`src/design/sha1md_pkg.sv`:
```
`timescale 1ns / 1ps

package sha1md_pkg;

  localparam int unsigned WordW  = 32;
  localparam int unsigned NumH   = 5;
  localparam int unsigned BlkWds = 16;
  localparam int unsigned Rounds = 80;

  localparam int unsigned QueueDepthDefault = 2;

  localparam logic [WordW-1:0] InitHash [NumH] = '{
    32'h6745_2301, 32'hEFCD_AB89, 32'h98BA_DCFE, 32'h1032_5476, 32'hC3D2_E1F0
  };

  localparam logic [WordW-1:0] RoundK0 = 32'h5A82_7999;
  localparam logic [WordW-1:0] RoundK1 = 32'h6ED9_EBA1;
  localparam logic [WordW-1:0] RoundK2 = 32'h8F1B_BCDC;
  localparam logic [WordW-1:0] RoundK3 = 32'hCA62_C1D6;

  localparam logic [7:0] PadByte = 8'h80;
  localparam logic [2:0] FullBytes = 3'd4;

  typedef struct packed {
    logic [31:0] data_word;
    logic [2:0]  valid_bytes;
    logic        is_last;
  } in_t;

  typedef struct packed {
    logic [31:0] digest_word_0;
    logic [31:0] digest_word_1;
    logic [31:0] digest_word_2;
    logic [31:0] digest_word_3;
    logic [31:0] digest_word_4;
  } out_t;

  // How the back end treats one queued word.
  typedef enum logic [1:0] {
    KIND_DATA      = 2'd0,
    KIND_LAST_FULL = 2'd1,
    KIND_LAST_PART = 2'd2
  } kind_e;

  typedef struct packed {
    logic [31:0] word;
    logic [2:0]  nbytes;
    kind_e       kind;
  } entry_t;

  typedef struct packed {
    logic idle;
    logic block_empty;
  } core_status_t;

endpackage

```
`src/design/sha1md_front.sv`:
```
`timescale 1ns / 1ps

module sha1md_front (
  input  sha1md_pkg::in_t    in_i,
  input  logic               in_valid_i,
  output logic               in_ready_o,
  input  logic               q_full_i,
  output logic               q_push_o,
  output sha1md_pkg::entry_t q_entry_o
);
  import sha1md_pkg::*;

  logic [2:0] nb;

  assign in_ready_o = ~q_full_i;
  assign q_push_o   = in_valid_i & ~q_full_i;

  // Anything above four bytes counts as a full word.
  assign nb = in_i.valid_bytes[2] ? FullBytes : in_i.valid_bytes;

  always_comb begin
    q_entry_o.word   = in_i.data_word;
    q_entry_o.nbytes = FullBytes;
    q_entry_o.kind   = KIND_DATA;
    if (in_i.is_last) begin
      q_entry_o.nbytes = nb;
      if (nb[2]) begin
        q_entry_o.kind = KIND_LAST_FULL;
      end else begin
        // A partial last word already carries the padding marker.
        q_entry_o.kind = KIND_LAST_PART;
        unique case (nb[1:0])
          2'd0: q_entry_o.word = {PadByte, 24'h0};
          2'd1: q_entry_o.word = {in_i.data_word[31:24], PadByte, 16'h0};
          2'd2: q_entry_o.word = {in_i.data_word[31:16], PadByte, 8'h0};
          2'd3: q_entry_o.word = {in_i.data_word[31:8], PadByte};
          default: q_entry_o.word = {PadByte, 24'h0};
        endcase
      end
    end
  end

endmodule

```
`src/design/sha1md_queue.sv`:
```
`timescale 1ns / 1ps

module sha1md_queue #(
  parameter int unsigned Depth = sha1md_pkg::QueueDepthDefault,
  localparam int unsigned PtrW = (Depth > 1) ? $clog2(Depth) : 1,
  localparam int unsigned LvlW = $clog2(Depth + 1)
) (
  input  logic               clk_i,
  input  logic               rst_ni,
  input  logic               push_i,
  input  sha1md_pkg::entry_t entry_i,
  output logic               full_o,
  input  logic               pop_i,
  output logic               valid_o,
  output sha1md_pkg::entry_t head_o,
  output logic [LvlW-1:0]    level_o
);
  import sha1md_pkg::*;

  entry_t          mem_q [Depth];
  logic [PtrW-1:0] wr_q, wr_d, rd_q, rd_d;
  logic [LvlW-1:0] cnt_q, cnt_d;
  logic            do_push, do_pop;

  assign full_o  = (cnt_q == LvlW'(Depth));
  assign valid_o = (cnt_q != '0);
  assign head_o  = mem_q[rd_q];
  assign level_o = cnt_q;

  assign do_push = push_i & ~full_o;
  assign do_pop  = pop_i & valid_o;

  always_comb begin
    wr_d  = wr_q;
    rd_d  = rd_q;
    cnt_d = cnt_q;
    if (do_push) begin
      wr_d = (wr_q == PtrW'(Depth - 1)) ? '0 : wr_q + 1'b1;
    end
    if (do_pop) begin
      rd_d = (rd_q == PtrW'(Depth - 1)) ? '0 : rd_q + 1'b1;
    end
    if (do_push && !do_pop) begin
      cnt_d = cnt_q + 1'b1;
    end else if (do_pop && !do_push) begin
      cnt_d = cnt_q - 1'b1;
    end
  end

  always_ff @(posedge clk_i or negedge rst_ni) begin
    if (!rst_ni) begin
      wr_q  <= '0;
      rd_q  <= '0;
      cnt_q <= '0;
    end else begin
      wr_q  <= wr_d;
      rd_q  <= rd_d;
      cnt_q <= cnt_d;
    end
  end

  always_ff @(posedge clk_i) begin
    if (do_push) begin
      mem_q[wr_q] <= entry_i;
    end
  end

endmodule

```
`src/design/sha1md_core.sv`:
```
`timescale 1ns / 1ps

module sha1md_core (
  input  logic                     clk_i,
  input  logic                     rst_ni,
  input  logic                     head_valid_i,
  input  sha1md_pkg::entry_t       head_i,
  output logic                     pop_o,
  output logic                     out_valid_o,
  input  logic                     out_ready_i,
  output sha1md_pkg::out_t         out_o,
  output sha1md_pkg::core_status_t status_o
);
  import sha1md_pkg::*;

  typedef enum logic [4:0] {
    ST_IDLE  = 5'b00001,
    ST_PAD   = 5'b00010,
    ST_ROUND = 5'b00100,
    ST_ADD   = 5'b01000,
    ST_DONE  = 5'b10000
  } state_e;

  state_e      state_q, state_d;
  logic [31:0] w_q [BlkWds];
  logic [31:0] w_d [BlkWds];
  logic [31:0] h_q [NumH];
  logic [31:0] h_d [NumH];
  logic [31:0] v_q [NumH];
  logic [31:0] v_d [NumH];
  logic [3:0]  pos_q, pos_d;
  logic [6:0]  rnd_q, rnd_d;
  logic [63:0] count_q, count_d;
  logic        need_marker_q, need_marker_d;
  logic        len_blk_q, len_blk_d;
  logic        finishing_q, finishing_d;
  logic        final_q, final_d;
  out_t        digest_q, digest_d;
  logic        out_valid_q, out_valid_d;

  logic        shift_en;
  logic [31:0] shift_word;
  logic [63:0] bit_len;
  logic [31:0] f_val, k_val, t_val, sched;

  assign bit_len = {count_q[60:0], 3'b000};
  assign sched   = w_q[13] ^ w_q[8] ^ w_q[2] ^ w_q[0];

  // Round function and constant by round group.
  always_comb begin
    if (rnd_q < 7'd20) begin
      f_val = (v_q[1] & v_q[2]) | (~v_q[1] & v_q[3]);
      k_val = RoundK0;
    end else if (rnd_q < 7'd40) begin
      f_val = v_q[1] ^ v_q[2] ^ v_q[3];
      k_val = RoundK1;
    end else if (rnd_q < 7'd60) begin
      f_val = (v_q[1] & v_q[2]) | (v_q[1] & v_q[3]) | (v_q[2] & v_q[3]);
      k_val = RoundK2;
    end else begin
      f_val = v_q[1] ^ v_q[2] ^ v_q[3];
      k_val = RoundK3;
    end
  end

  assign t_val = {v_q[0][26:0], v_q[0][31:27]} + f_val + v_q[4] + k_val + w_q[0];

  always_comb begin
    state_d       = state_q;
    pos_d         = pos_q;
    rnd_d         = rnd_q;
    count_d       = count_q;
    need_marker_d = need_marker_q;
    len_blk_d     = len_blk_q;
    finishing_d   = finishing_q;
    final_d       = final_q;
    digest_d      = digest_q;
    out_valid_d   = out_valid_q & ~out_ready_i;
    h_d           = h_q;
    v_d           = v_q;
    pop_o         = 1'b0;
    shift_en      = 1'b0;
    shift_word    = '0;

    unique case (state_q)
      ST_IDLE: begin
        if (head_valid_i) begin
          pop_o = 1'b1;
          unique case (head_i.kind)
            KIND_DATA: begin
              shift_en   = 1'b1;
              shift_word = head_i.word;
              count_d    = count_q + 64'(FullBytes);
            end
            KIND_LAST_FULL: begin
              shift_en      = 1'b1;
              shift_word    = head_i.word;
              count_d       = count_q + 64'(FullBytes);
              need_marker_d = 1'b1;
              finishing_d   = 1'b1;
            end
            KIND_LAST_PART: begin
              shift_en    = 1'b1;
              shift_word  = head_i.word;
              count_d     = count_q + 64'(head_i.nbytes);
              len_blk_d   = (pos_q <= 4'd13);
              finishing_d = 1'b1;
            end
            default: begin
              shift_en = 1'b0;
            end
          endcase
          if (shift_en) begin
            if (pos_q == 4'd15) begin
              state_d = ST_ROUND;
              pos_d   = '0;
              rnd_d   = '0;
              v_d     = h_q;
            end else begin
              pos_d   = pos_q + 1'b1;
              state_d = finishing_d ? ST_PAD : ST_IDLE;
            end
          end
        end
      end
      ST_PAD: begin
        shift_en = 1'b1;
        if (need_marker_q) begin
          shift_word    = {PadByte, 24'h0};
          need_marker_d = 1'b0;
          len_blk_d     = (pos_q <= 4'd13);
        end else if (len_blk_q && pos_q == 4'd14) begin
          shift_word = bit_len[63:32];
        end else if (len_blk_q && pos_q == 4'd15) begin
          shift_word = bit_len[31:0];
        end
        if (pos_q == 4'd15) begin
          final_d = ~need_marker_q & len_blk_q;
          state_d = ST_ROUND;
          pos_d   = '0;
          rnd_d   = '0;
          v_d     = h_q;
        end else begin
          pos_d = pos_q + 1'b1;
        end
      end
      ST_ROUND: begin
        shift_en   = 1'b1;
        shift_word = {sched[30:0], sched[31]};
        v_d[0]     = t_val;
        v_d[1]     = v_q[0];
        v_d[2]     = {v_q[1][1:0], v_q[1][31:2]};
        v_d[3]     = v_q[2];
        v_d[4]     = v_q[3];
        rnd_d      = rnd_q + 1'b1;
        if (rnd_q == 7'(Rounds - 1)) begin
          state_d = ST_ADD;
        end
      end
      ST_ADD: begin
        for (int j = 0; j < NumH; j++) begin
          h_d[j] = h_q[j] + v_q[j];
        end
        if (final_q) begin
          state_d = ST_DONE;
        end else if (finishing_q) begin
          len_blk_d = 1'b1;
          state_d   = ST_PAD;
        end else begin
          state_d = ST_IDLE;
        end
      end
      ST_DONE: begin
        if (!out_valid_q || out_ready_i) begin
          digest_d    = '{h_q[0], h_q[1], h_q[2], h_q[3], h_q[4]};
          out_valid_d = 1'b1;
          h_d         = InitHash;
          count_d     = '0;
          finishing_d = 1'b0;
          final_d     = 1'b0;
          len_blk_d   = 1'b0;
          state_d     = ST_IDLE;
        end
      end
      default: begin
        state_d = ST_IDLE;
      end
    endcase
  end

  always_comb begin
    w_d = w_q;
    if (shift_en) begin
      for (int j = 0; j < BlkWds - 1; j++) begin
        w_d[j] = w_q[j+1];
      end
      w_d[BlkWds-1] = shift_word;
    end
  end

  always_ff @(posedge clk_i or negedge rst_ni) begin
    if (!rst_ni) begin
      state_q       <= ST_IDLE;
      pos_q         <= '0;
      rnd_q         <= '0;
      count_q       <= '0;
      need_marker_q <= 1'b0;
      len_blk_q     <= 1'b0;
      finishing_q   <= 1'b0;
      final_q       <= 1'b0;
      out_valid_q   <= 1'b0;
      h_q           <= InitHash;
    end else begin
      state_q       <= state_d;
      pos_q         <= pos_d;
      rnd_q         <= rnd_d;
      count_q       <= count_d;
      need_marker_q <= need_marker_d;
      len_blk_q     <= len_blk_d;
      finishing_q   <= finishing_d;
      final_q       <= final_d;
      out_valid_q   <= out_valid_d;
      h_q           <= h_d;
    end
  end

  always_ff @(posedge clk_i) begin
    w_q      <= w_d;
    v_q      <= v_d;
    digest_q <= digest_d;
  end

  assign out_valid_o          = out_valid_q;
  assign out_o                = digest_q;
  assign status_o.idle        = (state_q == ST_IDLE);
  assign status_o.block_empty = (pos_q == '0);

endmodule

```
`src/design/sha1_message_digest.sv`:
```
`timescale 1ns / 1ps

// SHA-1 engine for a message streamed as big-endian 32-bit words. Each input beat carries
// four message bytes; the beat flagged is_last carries zero to four bytes from its top end
// and closes the message, after which one output beat delivers the 160-bit digest and the
// engine starts over from the initial hash values. A front end classifies each beat and
// pre-pads a partial last word, and a small queue of QueueDepth entries lets it keep taking
// beats while the back end compresses. While idle, the back end takes one queued word per cycle
// into its 16-word schedule shift line; every sixteenth word starts the compression, which
// runs one round per cycle through a single round adder and then folds the result into the
// chaining value. Closing a message takes padding words, one or two compressions and a load
// of the digest register. The digest register is separate, so a digest may wait on the
// output while the next message is already being absorbed; the engine stalls only when it
// must place a second digest before the first has left.
// There is no clearing pass after reset.
module sha1_message_digest #(
  parameter int unsigned QueueDepth = sha1md_pkg::QueueDepthDefault
) (
  input  logic             clk_i,
  input  logic             rst_ni,
  input  sha1md_pkg::in_t  in_i,
  input  logic             in_valid_i,
  output logic             in_ready_o,
  output sha1md_pkg::out_t out_o,
  output logic             out_valid_o,
  input  logic             out_ready_i
);
  import sha1md_pkg::*;

  localparam int unsigned LvlW = $clog2(QueueDepth + 1);

  logic            q_full, q_push, q_valid, q_pop;
  entry_t          q_entry, q_head;
  logic [LvlW-1:0] q_level;
  core_status_t    core_st;

  sha1md_front u_front (
    .in_i      (in_i),
    .in_valid_i(in_valid_i),
    .in_ready_o(in_ready_o),
    .q_full_i  (q_full),
    .q_push_o  (q_push),
    .q_entry_o (q_entry)
  );

  sha1md_queue #(
    .Depth(QueueDepth)
  ) u_queue (
    .clk_i  (clk_i),
    .rst_ni (rst_ni),
    .push_i (q_push),
    .entry_i(q_entry),
    .full_o (q_full),
    .pop_i  (q_pop),
    .valid_o(q_valid),
    .head_o (q_head),
    .level_o(q_level)
  );

  sha1md_core u_core (
    .clk_i       (clk_i),
    .rst_ni      (rst_ni),
    .head_valid_i(q_valid),
    .head_i      (q_head),
    .pop_o       (q_pop),
    .out_valid_o (out_valid_o),
    .out_ready_i (out_ready_i),
    .out_o       (out_o),
    .status_o    (core_st)
  );

  // An accepted input beat is held in the queue on the next cycle.
  assert property (@(posedge clk_i) disable iff (!rst_ni)
    (in_valid_i && in_ready_o) |=> (q_level != '0))
    else $error("accepted beat missing from queue");

  // The back end only pops a word that is actually queued.
  assert property (@(posedge clk_i) disable iff (!rst_ni)
    q_pop |-> (q_valid && q_level != '0))
    else $error("pop from empty queue");

  // A new digest appears only once the back end is idle with an empty block buffer.
  assert property (@(posedge clk_i) disable iff (!rst_ni)
    $rose(out_valid_o) |-> (core_st.idle && core_st.block_empty))
    else $error("digest emitted while message state not cleared");

endmodule
```
`config.mk`:
```
export PLATFORM = sky130hd
export DESIGN_NAME = sha1_message_digest
export DESIGN_NICKNAME = d
export VERILOG_FILES = /design/src/design/sha1md_pkg.sv /design/src/design/sha1md_front.sv /design/src/design/sha1md_queue.sv /design/src/design/sha1md_core.sv /design/src/design/sha1_message_digest.sv
export SDC_FILE = /design/constraint.sdc
export NUM_CORES = 2
export LEC_CHECK = 0
export ABC_CLOCK_PERIOD_IN_PS = 20500
export BUFFER_PORTS_ARGS = -buffer_cell sky130_fd_sc_hd__buf_2
export CORE_MARGIN = 3
export CORE_UTILIZATION = 45
export CTS_CLUSTER_DIAMETER = 40
export CTS_CLUSTER_SIZE = 20
export DETAILED_ROUTE_END_ITERATION = 8
export PLACE_DENSITY = 0.66
export SETUP_SLACK_MARGIN = 0.4
export SLEW_MARGIN = 10
export SYNTH_ARGS = -nofsm -noshare
export SYNTH_HDL_FRONTEND = slang
export SYNTH_SLANG_ARGS = --single-unit
```
`constraint.sdc`:
```
create_clock -name clk_i -period 20.5 [get_ports clk_i]
set_input_delay 0 -clock clk_i [delete_from_list [all_inputs] [get_ports clk_i]]
set_output_delay 0 -clock clk_i [all_outputs]
set_load 0.005 [all_outputs]
```
==> results.yml <==
clock_tree:
  clk_path_buf_depth: 3
  cts_tree: "built"
  cts_root_buf: "clkbuf_16"
  cts_num_sinks: 1152
  cts_resized: 0
  clk_latency_ns: 0.74
  clk_pin_slew_ns: 0.07
  cts_buffers: 148
  htree_levels: 4
drt:
  remaining_drc_errors: 0
  totalWireLength_microns: 129100
  dr.pass1.iters: 6
  met2_length_microns: 59180
  vias: 34170
  vias_per_cell: 5.403
  m1WireLength_microns: 58140
  highest_layer: "met4"
  ant_nets: 0
  wl_met3_microns: 8039
  wl_per_cell_microns: 20.42
  drt-initial-drc-count: 2888
pwr:
  swShare_pct: 33.04
  p_leak_uw: 0.02416
  max-vdd-ir-drop_mv: 0.1783
  seqPwrFrac_pct: 42.9
  p_per_area_mw_per_mm2: 144.5
  clkPwrFrac_pct: 29.9
  power.switching_uw: 3005
  combPwrFrac_pct: 27.2
  p_int_uw: 6090
synth:
  synth_commonest_cells: "edfxtp_1 (906), nand2_1 (592), o21ai_0 (256)"
  synth_nets: 4687
  synth.most_common_cell: "edfxtp_1"
  syn_area_sq_mm: 0.05426
  avgSynthCellArea_sq_um: 12.65
  synth_largest_area_cell: "edfxtp_1"
  synth_top_area_share_pct: 50.14
  postSynthCellCount: 4289
  ys.flop_type: "edfxtp_1"
  synth.area.top_cells: "edfxtp_1 (50%), dfrtp_1 (7.6%), ha_1 (5.4%)"
  synth-edff-count: 906
  async_reset_ff_share_pct: 21.35
  ys.warnings.count: 0
  ys_seq_area_share_pct: 61.67
  yosysUniqueCellTypes: 83
  ys_ff_latch: 1152
global_route:
  grt_pass1_vias: 33960
  grt_max_degree: 226
  antenna_found_initial: 0
  grt_first_pass_wirelength_microns: 199500
  grt_overflow: 0
  grt_usage_pct: 20.67
placement:
  io_buffers: 201
  place_congestion: 0.9478
  dp_hpwl_microns: 88540
  place_worst_setup_slack_ns: 13.05
  post_dp_cell_area_sq_mm: 0.05715
floorplanning:
  initial_core_util_pct: 45.65
  io-pin-count: 202
  floorplan.die_area_sq_mm: 0.1248
  core_area_sq_mm: 0.1189
  die_x_microns: 353.2
  die_h_microns: 353.2
  num_rows: 126
finish:
  final_area_sq_mm: 0.06293
  syn_to_final_growth_pct: 15.98
  layout.nets: 4994
  drive_gt1_share_pct: 13.17
sta:
  slew_violations: 0
  max_freq_mhz: 135.5
  setup_ws_ns: 13.12
  fin_crit_ns: 7.382
  finalSetupViolCount: 0
  skew_ns: 0.03141
  relSlewSlack_pct: 17.67
  finalSetupTns_ns: 0
  rsz0062_at_grt: "false"
  fin_crit_sh_pct: 36.01
  hold_viol_final: 0
  worst_pin_slew_ns: 1.235
setup_path:
  path_max_fanout: 35
  endpoint_kind: "flip-flop"
  reg2reg_slack_ns: 13.12
  critPathKind: "reg -> reg"
  crit_required_ns: 20.94
  worst_ep_arrival_time_ns: 7.82
  startpoint_type: "flip-flop"
min_path:
  hp-class: "in -> async"
status:
  status: "finished, final reports clean"
run:
  maxCapViolations: 0
-- per-layer routing --
layer	track usage [%]	vias to the layer above
li1	-	16100
met1	29.23	16760
met2	32.44	1094
met3	3.626	214
met4	6.917	0
met5	0	-
-- layout make-up --
cell class | instances | area, sq um
fillers | 10060 | 55930
flip-flops and latches | 1152 | 33460
multi-input cells | 2793 | 19560
clock buffers | 163 | 3916
well taps | 1600 | 2002
repair buffers | 277 | 1739
clock inverters | 113 | 1403
inverters | 224 | 848.3
diodes | 1 | 2.502
-- worst max-delay path, stage by stage, from the launching register on --
cell       delay, ns
dfrtp_1         0.45
o21ai_0         0.16
nor2b_1         0.65
nand2_1         0.21
inv_1           0.34
nor2_2          0.05
buf_4           0.27
nor2_1          0.15
nor2_1          0.06
fa_1            0.47
fa_1            0.52
inv_1           0.05
fa_1            0.56
inv_1           0.06
ha_1            0.28
a21o_1          0.17
a22oi_1         0.29
a211oi_1        0.17
nor2_1          0.19
a21oi_1         0.19
a221oi_1        0.60
nor3_1          0.13
a2111oi_0       0.64
a21oi_1         0.19
xnor2_1         0.15
o21ai_0         0.08
-- flip-flops by register name, summed over array words and instances (netlist names) --
signal,count
u_queue.mem_q,74
u_core.v_q,160
u_core.out_valid_o,1
u_core.state_q,5
u_core.pos_q,4
u_core.rnd_q,7
u_core.out_o,160
u_core.len_blk_q,1
u_core.w_q,512
u_queue.level_o,2
u_core.final_q,1
u_core.need_marker_q,1
u_core.count_q,61
u_core.h_q,160
u_queue.wr_q,1
u_queue.rd_q,1
u_core.finishing_q,1
-- per-stage QoR --
stage / hold WS, ns / total power [uW] / std cells / util [%]
after detailed placement: 0.03465 / 6387 / 6002 / 48.08
after floorplan: -0.2956 / 5948 / 4289 / -
after CTS: 0.03525 / 9154 / 6322 / 52.94
after global routing: 0.08387 / 9600 / 6322 / 52.94
after global placement: 0.03388 / 6327 / 6002 / 48.08
final: 0.06584 / 9095 / 6323 / 52.94
-- worst paths after layout --
check	to	depth (start not counted)	startpoint
worst max-delay path	u_core.v_q[158]$_DFFE_PP_	25	u_core.rnd_q[3]$_DFFE_PN0P_
worst min-delay path	u_core.h_q[67]$_DFFE_PN1P_	2	rst_ni
worst max register to register	u_core.v_q[158]$_DFFE_PP_	25	u_core.rnd_q[3]$_DFFE_PN0P_
worst min register to register	u_core.w_q[221]$_DFFE_PP_	0	u_core.w_q[189]$_DFFE_PP_
max in group asynchronous	u_queue.rd_q$_DFFE_PN0P_	4	rst_ni
min in group clk_i	u_queue.mem_q[0][5]$_DFFE_PP_	3	in_i[4]
-- timing repair --
action | in CTS | in global routing
hold buffers | 44 | 0
buffers inserted | 0 | 0
endpoints found under the setup margin | 0 | 0
endpoints found under the hold margin | 188 | 0
-- power groups by stage --
stage / clock network, uW / registers (uW) / logic (uW)
finish: 2720 / 3900 / 2470
global route: 2880 / 3970 / 2750
CTS: 2770 / 3900 / 2480
detailed placement: 0 / 3940 / 2440
global placement: 0 / 3910 / 2420
floorplan: 0 / 4210 / 1740
-- placed cells by master, fill, tap and decap left out, types with 164 or more instances in the layout --
cell / synthesis / routed
o21ai_0: 256 / 256
buf_2: 1 / 200
inv_1: 223 / 223
ha_1: 233 / 233
xnor2_1: 196 / 196
nor2_1: 235 / 231
dfrtp_1: 165 / 164
nand2_1: 592 / 589
edfxtp_1: 906 / 906
a21oi_1: 234 / 234
-- cells by family (layout without fill, tap and decap cells) --
group / Yosys count / in the layout / synth area share [%]
AOI/OAI and AO/OA: 857 / 857 / 9.922
xor gates and xnor gates: 322 / 322 / 5.198
adders and majority gates: 358 / 358 / 9.985
buffers and inverters: 344 / 777 / 2.396
DFF: 1152 / 1152 / 61.67
muxes: 44 / 44 / 0.8232
other: 0 / 1 / 0
and+or+nand+nor: 1212 / 1212 / 10.01
Power figures use the tool's default switching activity.
